--- config.mk ---
export PLATFORM = sky130hd
export DESIGN_NAME = fixed_block_pool_allocator_core
export DESIGN_NICKNAME = d
export VERILOG_FILES = /design/src/rtl/core/fbpa_pkg.sv /design/src/rtl/core/fbpa_ram.sv /design/src/rtl/core/fbpa_ctrl.sv /design/src/rtl/core/fbpa_dp.sv /design/src/rtl/core/fixed_block_pool_allocator_core.sv
export SDC_FILE = /design/constraint.sdc
export NUM_CORES = 2
export LEC_CHECK = 0
export ABC_AREA = 1
export BUFFER_PORTS_ARGS = -buffer_cell sky130_fd_sc_hd__buf_4
export CELL_PAD_IN_SITES_DETAIL_PLACEMENT = 0
export CELL_PAD_IN_SITES_GLOBAL_PLACEMENT = 1
export CORE_MARGIN = 2
export CORE_UTILIZATION = 36
export CTS_CLUSTER_DIAMETER = 200
export DETAILED_ROUTE_END_ITERATION = 8
export PLACE_DENSITY_LB_ADDON = 0.1
export SLEW_MARGIN = 20
export SYNTH_ARGS = -nofsm -noshare
export SYNTH_HDL_FRONTEND = slang
export SYNTH_SLANG_ARGS = --single-unit
--- constraint.sdc ---
create_clock -name clk -period 6.7 [get_ports clk]
set_input_delay 1.005 -clock clk [delete_from_list [all_inputs] [get_ports clk]]
set_output_delay 1.005 -clock clk [all_outputs]
set_load 0.01 [all_outputs]
--- src/rtl/core/fbpa_pkg.sv ---
// Shared types and constants of the fixed block pool allocator.
// Used by every core module but fbpa_ram; depends on nothing.
package fbpa_pkg;

    localparam int BLOCK_COUNT_DEF = 256;
    localparam int BLOCK_BYTES_DEF = 64;
    localparam int ADDR_BITS_DEF   = 32;

    localparam int WORD_BITS  = 32;
    localparam int STAT_BITS  = 9;
    localparam int CFG_IDX_BITS = 1;

    localparam logic CMD_ALLOC = 1'b0;
    localparam logic CMD_FREE  = 1'b1;

    localparam logic [CFG_IDX_BITS-1:0] REG_POOL_ENABLE = 1'b0;
    localparam logic [CFG_IDX_BITS-1:0] REG_POOL_BASE   = 1'b1;

    typedef struct packed {
        logic                 cmd;
        logic [WORD_BITS-1:0] req_size;
        logic [WORD_BITS-1:0] free_addr;
    } req_t;

    typedef struct packed {
        logic [WORD_BITS-1:0] block_addr;
        logic                 from_pool;
        logic                 to_heap;
        logic                 bad_free;
        logic [STAT_BITS-1:0] free_count;
        logic [STAT_BITS-1:0] low_water;
        logic [WORD_BITS-1:0] fallbacks;
    } rsp_t;

    // Commands from the controller to the datapath.
    typedef struct packed {
        logic capture;
        logic commit;
        logic cfg_write;
    } ctrl_cmd_t;

endpackage

--- src/rtl/core/fbpa_ram.sv ---
// Generic single-write, single-read RAM with registered read data.
// Depends on nothing.
module fbpa_ram #(
    parameter int WIDTH = 9,
    parameter int DEPTH = 256
) (
    input  logic                     clk,
    input  logic                     we,
    input  logic [$clog2(DEPTH)-1:0] waddr,
    input  logic [WIDTH-1:0]         wdata,
    input  logic                     re,
    input  logic [$clog2(DEPTH)-1:0] raddr,
    output logic [WIDTH-1:0]         rdata
);

    logic [WIDTH-1:0] mem [DEPTH];
    logic [WIDTH-1:0] rdata_reg;

    always_ff @(posedge clk)
    begin
        if (we)
        begin
            mem[waddr] <= wdata;
        end
        if (re)
        begin
            rdata_reg <= mem[raddr];
        end
    end

    assign rdata = rdata_reg;

endmodule

--- src/rtl/core/fbpa_ctrl.sv ---
// Controller of the allocator: sequences capture and commit of each word and gates configuration writes.
// Depends on fbpa_pkg.
module fbpa_ctrl (
    input  logic               clk,
    input  logic               rst_n,
    input  logic               req_valid,
    output logic               req_stall,
    output logic               rsp_valid,
    input  logic               rsp_stall,
    input  logic               cfg_valid,
    output logic               cfg_ready,
    output fbpa_pkg::ctrl_cmd_t cmd
);

    typedef enum logic [1:0] {
        ST_IDLE = 2'b01,
        ST_EXEC = 2'b10
    } state_t;

    state_t state_reg;
    state_t state_next;
    logic   rsp_valid_reg;
    logic   rsp_valid_next;

    always_comb
    begin
        state_next     = state_reg;
        rsp_valid_next = rsp_valid_reg && rsp_stall;
        cmd            = '0;
        // hold configuration off while a word is offered or in flight
        cfg_ready      = (state_reg == ST_IDLE) && !req_valid;
        cmd.cfg_write  = cfg_valid && cfg_ready;
        case (state_reg)
            ST_IDLE:
            begin
                if (req_valid)
                begin
                    cmd.capture = 1'b1;
                    state_next  = ST_EXEC;
                end
            end
            ST_EXEC:
            begin
                // hold until the result register is free
                if (!rsp_valid_reg || !rsp_stall)
                begin
                    cmd.commit     = 1'b1;
                    rsp_valid_next = 1'b1;
                    state_next     = ST_IDLE;
                end
            end
            default:
            begin
                state_next = ST_IDLE;
            end
        endcase
    end

    always_ff @(posedge clk or negedge rst_n)
    begin
        if (!rst_n)
        begin
            state_reg     <= ST_IDLE;
            rsp_valid_reg <= 1'b0;
        end
        else
        begin
            state_reg     <= state_next;
            rsp_valid_reg <= rsp_valid_next;
        end
    end

    assign req_stall = (state_reg != ST_IDLE);
    assign rsp_valid = rsp_valid_reg;

endmodule

--- src/rtl/core/fbpa_dp.sv ---
// Datapath of the allocator: free list, link RAM, statistics, result register.
// Depends on fbpa_pkg and fbpa_ram.
module fbpa_dp #(
    parameter int BLOCK_COUNT = fbpa_pkg::BLOCK_COUNT_DEF,
    parameter int BLOCK_BYTES = fbpa_pkg::BLOCK_BYTES_DEF,
    parameter int ADDR_BITS   = fbpa_pkg::ADDR_BITS_DEF
) (
    input  logic                                clk,
    input  logic                                rst_n,
    input  fbpa_pkg::ctrl_cmd_t                 cmd,
    input  fbpa_pkg::req_t                      req_word,
    input  logic [fbpa_pkg::CFG_IDX_BITS-1:0]   cfg_index,
    input  logic [fbpa_pkg::WORD_BITS-1:0]      cfg_data,
    output fbpa_pkg::rsp_t                      rsp_word
);

    localparam int IDX_BITS  = $clog2(BLOCK_COUNT);
    localparam int CNT_BITS  = $clog2(BLOCK_COUNT + 1);
    localparam int LOG_B     = $clog2(BLOCK_BYTES);
    localparam int HOFF_BITS = CNT_BITS + LOG_B + 1;
    localparam longint unsigned ARENA_BYTES = longint'(BLOCK_COUNT) * longint'(BLOCK_BYTES);
    localparam int OFF_BITS  = $clog2(ARENA_BYTES);
    localparam int SHIFT     = OFF_BITS + LOG_B;
    localparam longint unsigned RECIP =
        ((longint'(1) << SHIFT) + longint'(BLOCK_BYTES) - 1) / longint'(BLOCK_BYTES);
    localparam int RECIP_BITS = OFF_BITS + 2;
    localparam int PROD_BITS  = OFF_BITS + RECIP_BITS;

    // configuration
    logic                          enable_reg;
    logic [fbpa_pkg::WORD_BITS-1:0] base_reg;

    // free list and statistics
    logic [CNT_BITS-1:0]            head_reg;
    logic [CNT_BITS-1:0]            head_next;
    logic [CNT_BITS-1:0]            free_reg;
    logic [CNT_BITS-1:0]            free_next;
    logic [CNT_BITS-1:0]            min_reg;
    logic [CNT_BITS-1:0]            min_next;
    logic [fbpa_pkg::WORD_BITS-1:0] fallback_reg;
    logic [fbpa_pkg::WORD_BITS-1:0] fallback_next;
    logic [BLOCK_COUNT-1:0]         link_valid_reg;

    // captured request
    logic                 cmd_reg;
    logic                 size_ok_reg;
    logic                 null_reg;
    logic [ADDR_BITS-1:0] off_reg;
    logic [HOFF_BITS-1:0] head_off_reg;

    fbpa_pkg::rsp_t rsp_reg;
    fbpa_pkg::rsp_t rsp_next;

    logic [CNT_BITS-1:0]  link_rdata;
    logic [CNT_BITS-1:0]  link_val;
    logic [IDX_BITS-1:0]  head_idx;
    logic [IDX_BITS-1:0]  blk;
    logic [PROD_BITS-1:0] prod;
    logic [63:0]          off_wide;
    logic [ADDR_BITS-1:0] granted;
    logic                 in_arena;
    logic                 head_ok;
    logic                 grant;
    logic                 fallback;
    logic                 free_req;
    logic                 push;
    logic                 bad;
    logic                 to_heap;
    logic                 init;

    assign head_idx = head_reg[IDX_BITS-1:0];
    assign init = cmd.cfg_write && (cfg_index == fbpa_pkg::REG_POOL_ENABLE)
                  && cfg_data[0] && !enable_reg;

    fbpa_ram #(
        .WIDTH (CNT_BITS),
        .DEPTH (BLOCK_COUNT)
    ) u_link_ram (
        .clk   (clk),
        .we    (cmd.commit && push),
        .waddr (blk),
        .wdata (head_reg),
        .re    (cmd.capture),
        .raddr (head_idx),
        .rdata (link_rdata)
    );

    // An entry never written since init reads as its successor index.
    assign link_val = link_valid_reg[head_idx] ? link_rdata : head_reg + CNT_BITS'(1);

    // Block index from the arena offset: multiply by reciprocal, drop the fraction.
    assign prod     = PROD_BITS'(OFF_BITS'(off_reg)) * PROD_BITS'(RECIP);
    assign blk      = IDX_BITS'(prod >> SHIFT);
    assign off_wide = 64'(off_reg);
    assign in_arena = off_wide < ARENA_BYTES;
    assign granted  = ADDR_BITS'(base_reg) + ADDR_BITS'(head_off_reg);
    assign head_ok  = head_reg < CNT_BITS'(BLOCK_COUNT);

    always_comb
    begin
        grant    = (cmd_reg == fbpa_pkg::CMD_ALLOC) && enable_reg && size_ok_reg
                   && (free_reg != '0) && head_ok;
        fallback = (cmd_reg == fbpa_pkg::CMD_ALLOC) && enable_reg && !grant;
        free_req = (cmd_reg == fbpa_pkg::CMD_FREE) && !null_reg;
        push     = free_req && enable_reg && in_arena
                   && (free_reg < CNT_BITS'(BLOCK_COUNT));
        bad      = free_req && enable_reg && in_arena
                   && (free_reg >= CNT_BITS'(BLOCK_COUNT));
        to_heap  = ((cmd_reg == fbpa_pkg::CMD_ALLOC) && !grant)
                   || (free_req && (!enable_reg || !in_arena));

        head_next     = head_reg;
        free_next     = free_reg;
        min_next      = min_reg;
        fallback_next = fallback_reg;
        if (grant)
        begin
            head_next = link_val;
            free_next = free_reg - CNT_BITS'(1);
            if (free_next < min_reg)
            begin
                min_next = free_next;
            end
        end
        else if (push)
        begin
            head_next = CNT_BITS'(blk);
            free_next = free_reg + CNT_BITS'(1);
        end
        if (fallback)
        begin
            fallback_next = fallback_reg + fbpa_pkg::WORD_BITS'(1);
        end

        rsp_next.block_addr = grant ? fbpa_pkg::WORD_BITS'(granted) : '0;
        rsp_next.from_pool  = grant || push;
        rsp_next.to_heap    = to_heap;
        rsp_next.bad_free   = bad;
        rsp_next.free_count = enable_reg ? fbpa_pkg::STAT_BITS'(free_next) : '0;
        rsp_next.low_water  = enable_reg ? fbpa_pkg::STAT_BITS'(min_next) : '0;
        rsp_next.fallbacks  = enable_reg ? fallback_next : '0;
    end

    always_ff @(posedge clk or negedge rst_n)
    begin
        if (!rst_n)
        begin
            enable_reg     <= 1'b0;
            base_reg       <= '0;
            head_reg       <= '0;
            free_reg       <= CNT_BITS'(BLOCK_COUNT);
            min_reg        <= CNT_BITS'(BLOCK_COUNT);
            fallback_reg   <= '0;
            link_valid_reg <= '0;
        end
        else
        begin
            if (cmd.cfg_write)
            begin
                case (cfg_index)
                    fbpa_pkg::REG_POOL_ENABLE: enable_reg <= cfg_data[0];
                    fbpa_pkg::REG_POOL_BASE:   base_reg   <= cfg_data;
                    default:                   ;
                endcase
            end
            if (init)
            begin
                head_reg       <= '0;
                free_reg       <= CNT_BITS'(BLOCK_COUNT);
                min_reg        <= CNT_BITS'(BLOCK_COUNT);
                fallback_reg   <= '0;
                link_valid_reg <= '0;
            end
            else if (cmd.commit)
            begin
                head_reg     <= head_next;
                free_reg     <= free_next;
                min_reg      <= min_next;
                fallback_reg <= fallback_next;
                if (push)
                begin
                    link_valid_reg[blk] <= 1'b1;
                end
            end
        end
    end

    always_ff @(posedge clk)
    begin
        if (cmd.capture)
        begin
            cmd_reg      <= req_word.cmd;
            size_ok_reg  <= (req_word.req_size != '0)
                            && (req_word.req_size <= fbpa_pkg::WORD_BITS'(BLOCK_BYTES));
            null_reg     <= (req_word.free_addr == '0);
            off_reg      <= ADDR_BITS'(req_word.free_addr) - ADDR_BITS'(base_reg);
            head_off_reg <= HOFF_BITS'(head_reg) * HOFF_BITS'(BLOCK_BYTES);
        end
        if (cmd.commit)
        begin
            rsp_reg <= rsp_next;
        end
    end

    assign rsp_word = rsp_reg;

endmodule

--- src/rtl/core/fixed_block_pool_allocator_core.sv ---
// Fixed block pool allocator: a LIFO free list of equal blocks in one arena.
// Each request word is first captured, which reads the head block's link from
// the synchronous link RAM, then committed, which updates the list and
// statistics and loads the result register; a stalled result holds back the
// next word only at its commit. A new word is taken while the previous
// result still waits. Every block has a valid bit, so reset and enabling the
// pool need no clearing pass. Depends on fbpa_pkg, fbpa_ctrl, fbpa_dp, fbpa_ram.
module fixed_block_pool_allocator_core #(
    parameter int BLOCK_COUNT = fbpa_pkg::BLOCK_COUNT_DEF,
    parameter int BLOCK_BYTES = fbpa_pkg::BLOCK_BYTES_DEF,
    parameter int ADDR_BITS   = fbpa_pkg::ADDR_BITS_DEF
) (
    input  logic                              clk,
    input  logic                              rst_n,
    input  logic                              req_valid,
    output logic                              req_stall,
    input  fbpa_pkg::req_t                    req_word,
    output logic                              rsp_valid,
    input  logic                              rsp_stall,
    output fbpa_pkg::rsp_t                    rsp_word,
    input  logic                              cfg_valid,
    output logic                              cfg_ready,
    input  logic [fbpa_pkg::CFG_IDX_BITS-1:0] cfg_index,
    input  logic [fbpa_pkg::WORD_BITS-1:0]    cfg_data
);

    fbpa_pkg::ctrl_cmd_t cmd;

    fbpa_ctrl u_ctrl (
        .clk       (clk),
        .rst_n     (rst_n),
        .req_valid (req_valid),
        .req_stall (req_stall),
        .rsp_valid (rsp_valid),
        .rsp_stall (rsp_stall),
        .cfg_valid (cfg_valid),
        .cfg_ready (cfg_ready),
        .cmd       (cmd)
    );

    fbpa_dp #(
        .BLOCK_COUNT (BLOCK_COUNT),
        .BLOCK_BYTES (BLOCK_BYTES),
        .ADDR_BITS   (ADDR_BITS)
    ) u_dp (
        .clk       (clk),
        .rst_n     (rst_n),
        .cmd       (cmd),
        .req_word  (req_word),
        .cfg_index (cfg_index),
        .cfg_data  (cfg_data),
        .rsp_word  (rsp_word)
    );

endmodule

==> flow_summary.json <==
{
  "finalCritPeriodShare_pct": 62.22,
  "cts_made_buffers": 318,
  "grt_pass1_wl_microns": 536100,
  "rows": 207,
  "worst_clock_skew_ps": 38.62,
  "io_buffers": 190,
  "post_cts.resized_instances": 0,
  "final_core_util_pct": 41.08,
  "cts_sinks": 2787,
  "min_period_ps": 4169,
  "crit_top_cell": "nand2_1",
  "clockPowerShare_pct": 29.2,
  "critical_path.cell_chain": "inv_16 > buf_4 > nand2_1 > nand2_1 > a21oi_1 > nand3_1 > nand3_1 > nand3_1 > nand3_1 > nand3_2 > nand2_2 > nand2_1 > nand2_1 > o21ai_1 > nand2_1",
  "hp-class": "input port to async pin",
  "ys_seq_area_share_pct": 71.14,
  "die_x_microns": 569.7,
  "clockBufferDepth": 4,
  "slew_headroom_pct": 21.41,
  "ir_drop_mv": 0.3294,
  "drt-total-wl_microns": 369200,
  "final_cell_mix": "2436 x edfxtp_1, 1824 x nor2_1, 1263 x o21ai_0",
  "critPathTopFamily": "simple AND/OR/NAND/NOR gates",
  "num_io_pins": 191,
  "tightest_slew_ps": 1179,
  "syn-cell-area_sq_um": 115200,
  "antenna_found_initial": 17,
  "rsz0062_at_grt": "no",
  "path_class": "flop to flop",
  "required_ps": 7490,
  "critPathSlowestCell": "dfrtp_4",
  "r2r_setup_slack_ps": 2530,
  "die_area_sq_um": 324500,
  "synth-edff-count": 2436,
  "power.density_nw_per_um2": 460.1,
  "area_delta_synth_final_pct": 13.51,
  "placed_area_sq_um": 120200,
  "synthFlopType": "edfxtp_1",
  "post-place-ws_ps": 2410,
  "post-dp-hpwl_microns": 212600,
  "sw_frac_of_total_pct": 38.86,
  "syn_nets": 9760,
  "start_util_pct": 36.19,
  "grt-ovfl-total": 0,
  "cp-start-kind": "flop",
  "h-tree-depth": 5,
  "r2r_cells": 15,
  "vias_per_cell": 5.436,
  "setup_viol": 0,
  "crit_arrival_ps": 4950,
  "grt_pass1_vias": 75208,
  "core_sq_um": 318300,
  "path_clk_slew_ps": 60,
  "grt_max_degree": 180,
  "drtIter0Drc": 6993,
  "syn_inst": 9604,
  "drt-wirelength-per-cell_microns": 26.26,
  "rr_startpoint": "u_dp.head_reg[0]",
  "slowest_delay_ps": 720,
  "yosys_warnings": 0,
  "hold_viol": 0,
  "cts_hold_buf": 0,
  "fin_tns_setup_ps": 0,
  "slew_violations": 0,
  "combPwrFrac_pct": 33.8,
  "netlist-cell-type-count": 54,
  "largest_register_ffs": 2304,
  "cts_tree": "built",
  "crit_buf_inv": 2,
  "critPathMaxFanout": 138,
  "status": "complete, no violations",
  "post-cts-setup-buffers": 0,
  "final_critical_path_setup_slack_ps": 2531,
  "endpoint_kind": "flop",
  "antenna_left": 0,
  "die_height_microns": 569.7,
  "r2r-end": "u_dp.head_reg[7]",
  "fmax_mhz": 239.9,
  "final_common_cell": "edfxtp_1",
  "root_buffer": "clkbuf_16",
  "design_area_sq_um": 130700,
  "vias": 76442,
  "p_leak_nw": 46.04,
  "dr.pass1.iters": 6,
  "maxCapViolations": 0,
  "synth.avg_cell_area_sq_um": 11.99,
  "final_nets": 9768,
  "clk_latency_ps": 900,
  "internal-power_mw": 36.78,
  "power.switching_mw": 23.38,
  "synth_seq_cells": 2787,
  "async_flop_share_pct": 12.59,
  "grt_usage_pct": 22.25,
  "drive_gt1_share_pct": 9.163,
  "whs_ps": 64.03,
  "place_congestion": 0.8253,
  "drc": 0,
  "power_frac_seq_pct": 37.0
}
==> how the worst max path moves through the flow <==
| stage | end | startpoint | cells after the start | slack (ps) |
|---|---|---|---|---|
| after floorplan | u_dp.head_reg[8] | u_dp.head_reg[2] | 14 | 1170 |
| after global placement | u_dp.u_link_ram.mem[55][5] | rsp_stall | 8 | 1980 |
| after detailed placement | u_dp.u_link_ram.mem[105][8] | rsp_stall | 8 | 2410 |
| after CTS | u_dp.head_reg[0] | u_dp.head_reg[1] | 15 | 2580 |
| after global routing | u_dp.head_reg[0] | u_dp.head_reg[0] | 16 | 2250 |
| final | u_dp.head_reg[7] | u_dp.head_reg[0] | 15 | 2530 |
==> worst register-to-register path: stages, from the launching register on <==
cell and delay, ps:
dfrtp_4 720, inv_16 520, buf_4 880, nand2_1 140, nand2_1 90, a21oi_1 60
nand3_1 120, nand3_1 70, nand3_1 180, nand3_1 430, nand3_2 240, nand2_2 210
nand2_1 120, nand2_1 80, o21ai_1 140, nand2_1 60
==> Yosys cell counts (all sizes together), types with 17 or more instances <==
| library cell | instances | area share, % |
|---|---|---|
| nor2 | 1863 | 6.1 |
| nor4 | 26 | 0.14 |
| xor2 | 67 | 0.51 |
| a21oi | 183 | 0.80 |
| dfrtp | 348 | 7.6 |
| nand4 | 17 | 0.10 |
| o21ai | 1490 | 6.5 |
| inv | 208 | 0.68 |
| o22ai | 709 | 3.9 |
| clkbuf | 329 | 1.1 |
| nand2 | 826 | 2.7 |
| nand3 | 343 | 1.5 |
| ha | 52 | 0.56 |
| edfxtp | 2436 | 64 |
| buf | 321 | 1.9 |
| o21a | 258 | 1.7 |
| nor3 | 45 | 0.22 |
==> logic make-up after synthesis <==
logic type,synth area share (%)
flops,71.14
mux,0.1141
buf+inv,3.636
compound gates,13.03
fa+ha+maj,0.5822
xor+xnor,0.5931
simple gates,10.91
==> power by group through the flow <==
| stage | combinational, mW | sequential [mW] | clock (mW) |
|---|---|---|---|
| after floorplan | 11.2 | 23.4 | 0 |
| after CTS | 20.5 | 22.3 | 18.0 |
| after detailed placement | 20.4 | 22.6 | 0 |
| final | 20.3 | 22.3 | 17.6 |
| after global routing | 22.2 | 22.3 | 18.6 |
| after global placement | 20.4 | 22.6 | 0 |
==> final cells by class <==
class | instances | area [sq um]
inverter | 208 | 829.5
tap | 4180 | 5230
fill | 29984 | 187600
clock buffer | 443 | 8950
multi-input combinational | 5959 | 29150
sequential | 2787 | 81970
timing repair buffer | 338 | 3078
antenna | 6 | 15.01
clock inverter | 142 | 1524
==> routing by layer <==
| layer | routed length [microns] | share of wire (%) | track usage [%] | vias up |
|---|---|---|---|---|
| met5 | 27 | 0.0073 | 0 | - |
| met4 | 10150 | 2.7 | 6.140 | 4 |
| met3 | 20370 | 5.5 | 3.162 | 487 |
| met2 | 171700 | 47 | 35.76 | 2145 |
| met1 | 166900 | 45 | 31.46 | 38925 |
| li1 | - | - | - | 34881 |
==> through the flow <==
step                std cells  total power, mW
floorplan                9604            34.68
global placement        13471            43.01
detailed placement      13471            43.04
CTS                     14056            60.70
global route            14060            63.10
finish                  14063            60.16
No activity file was read; power rests on OpenSTA's default activity.
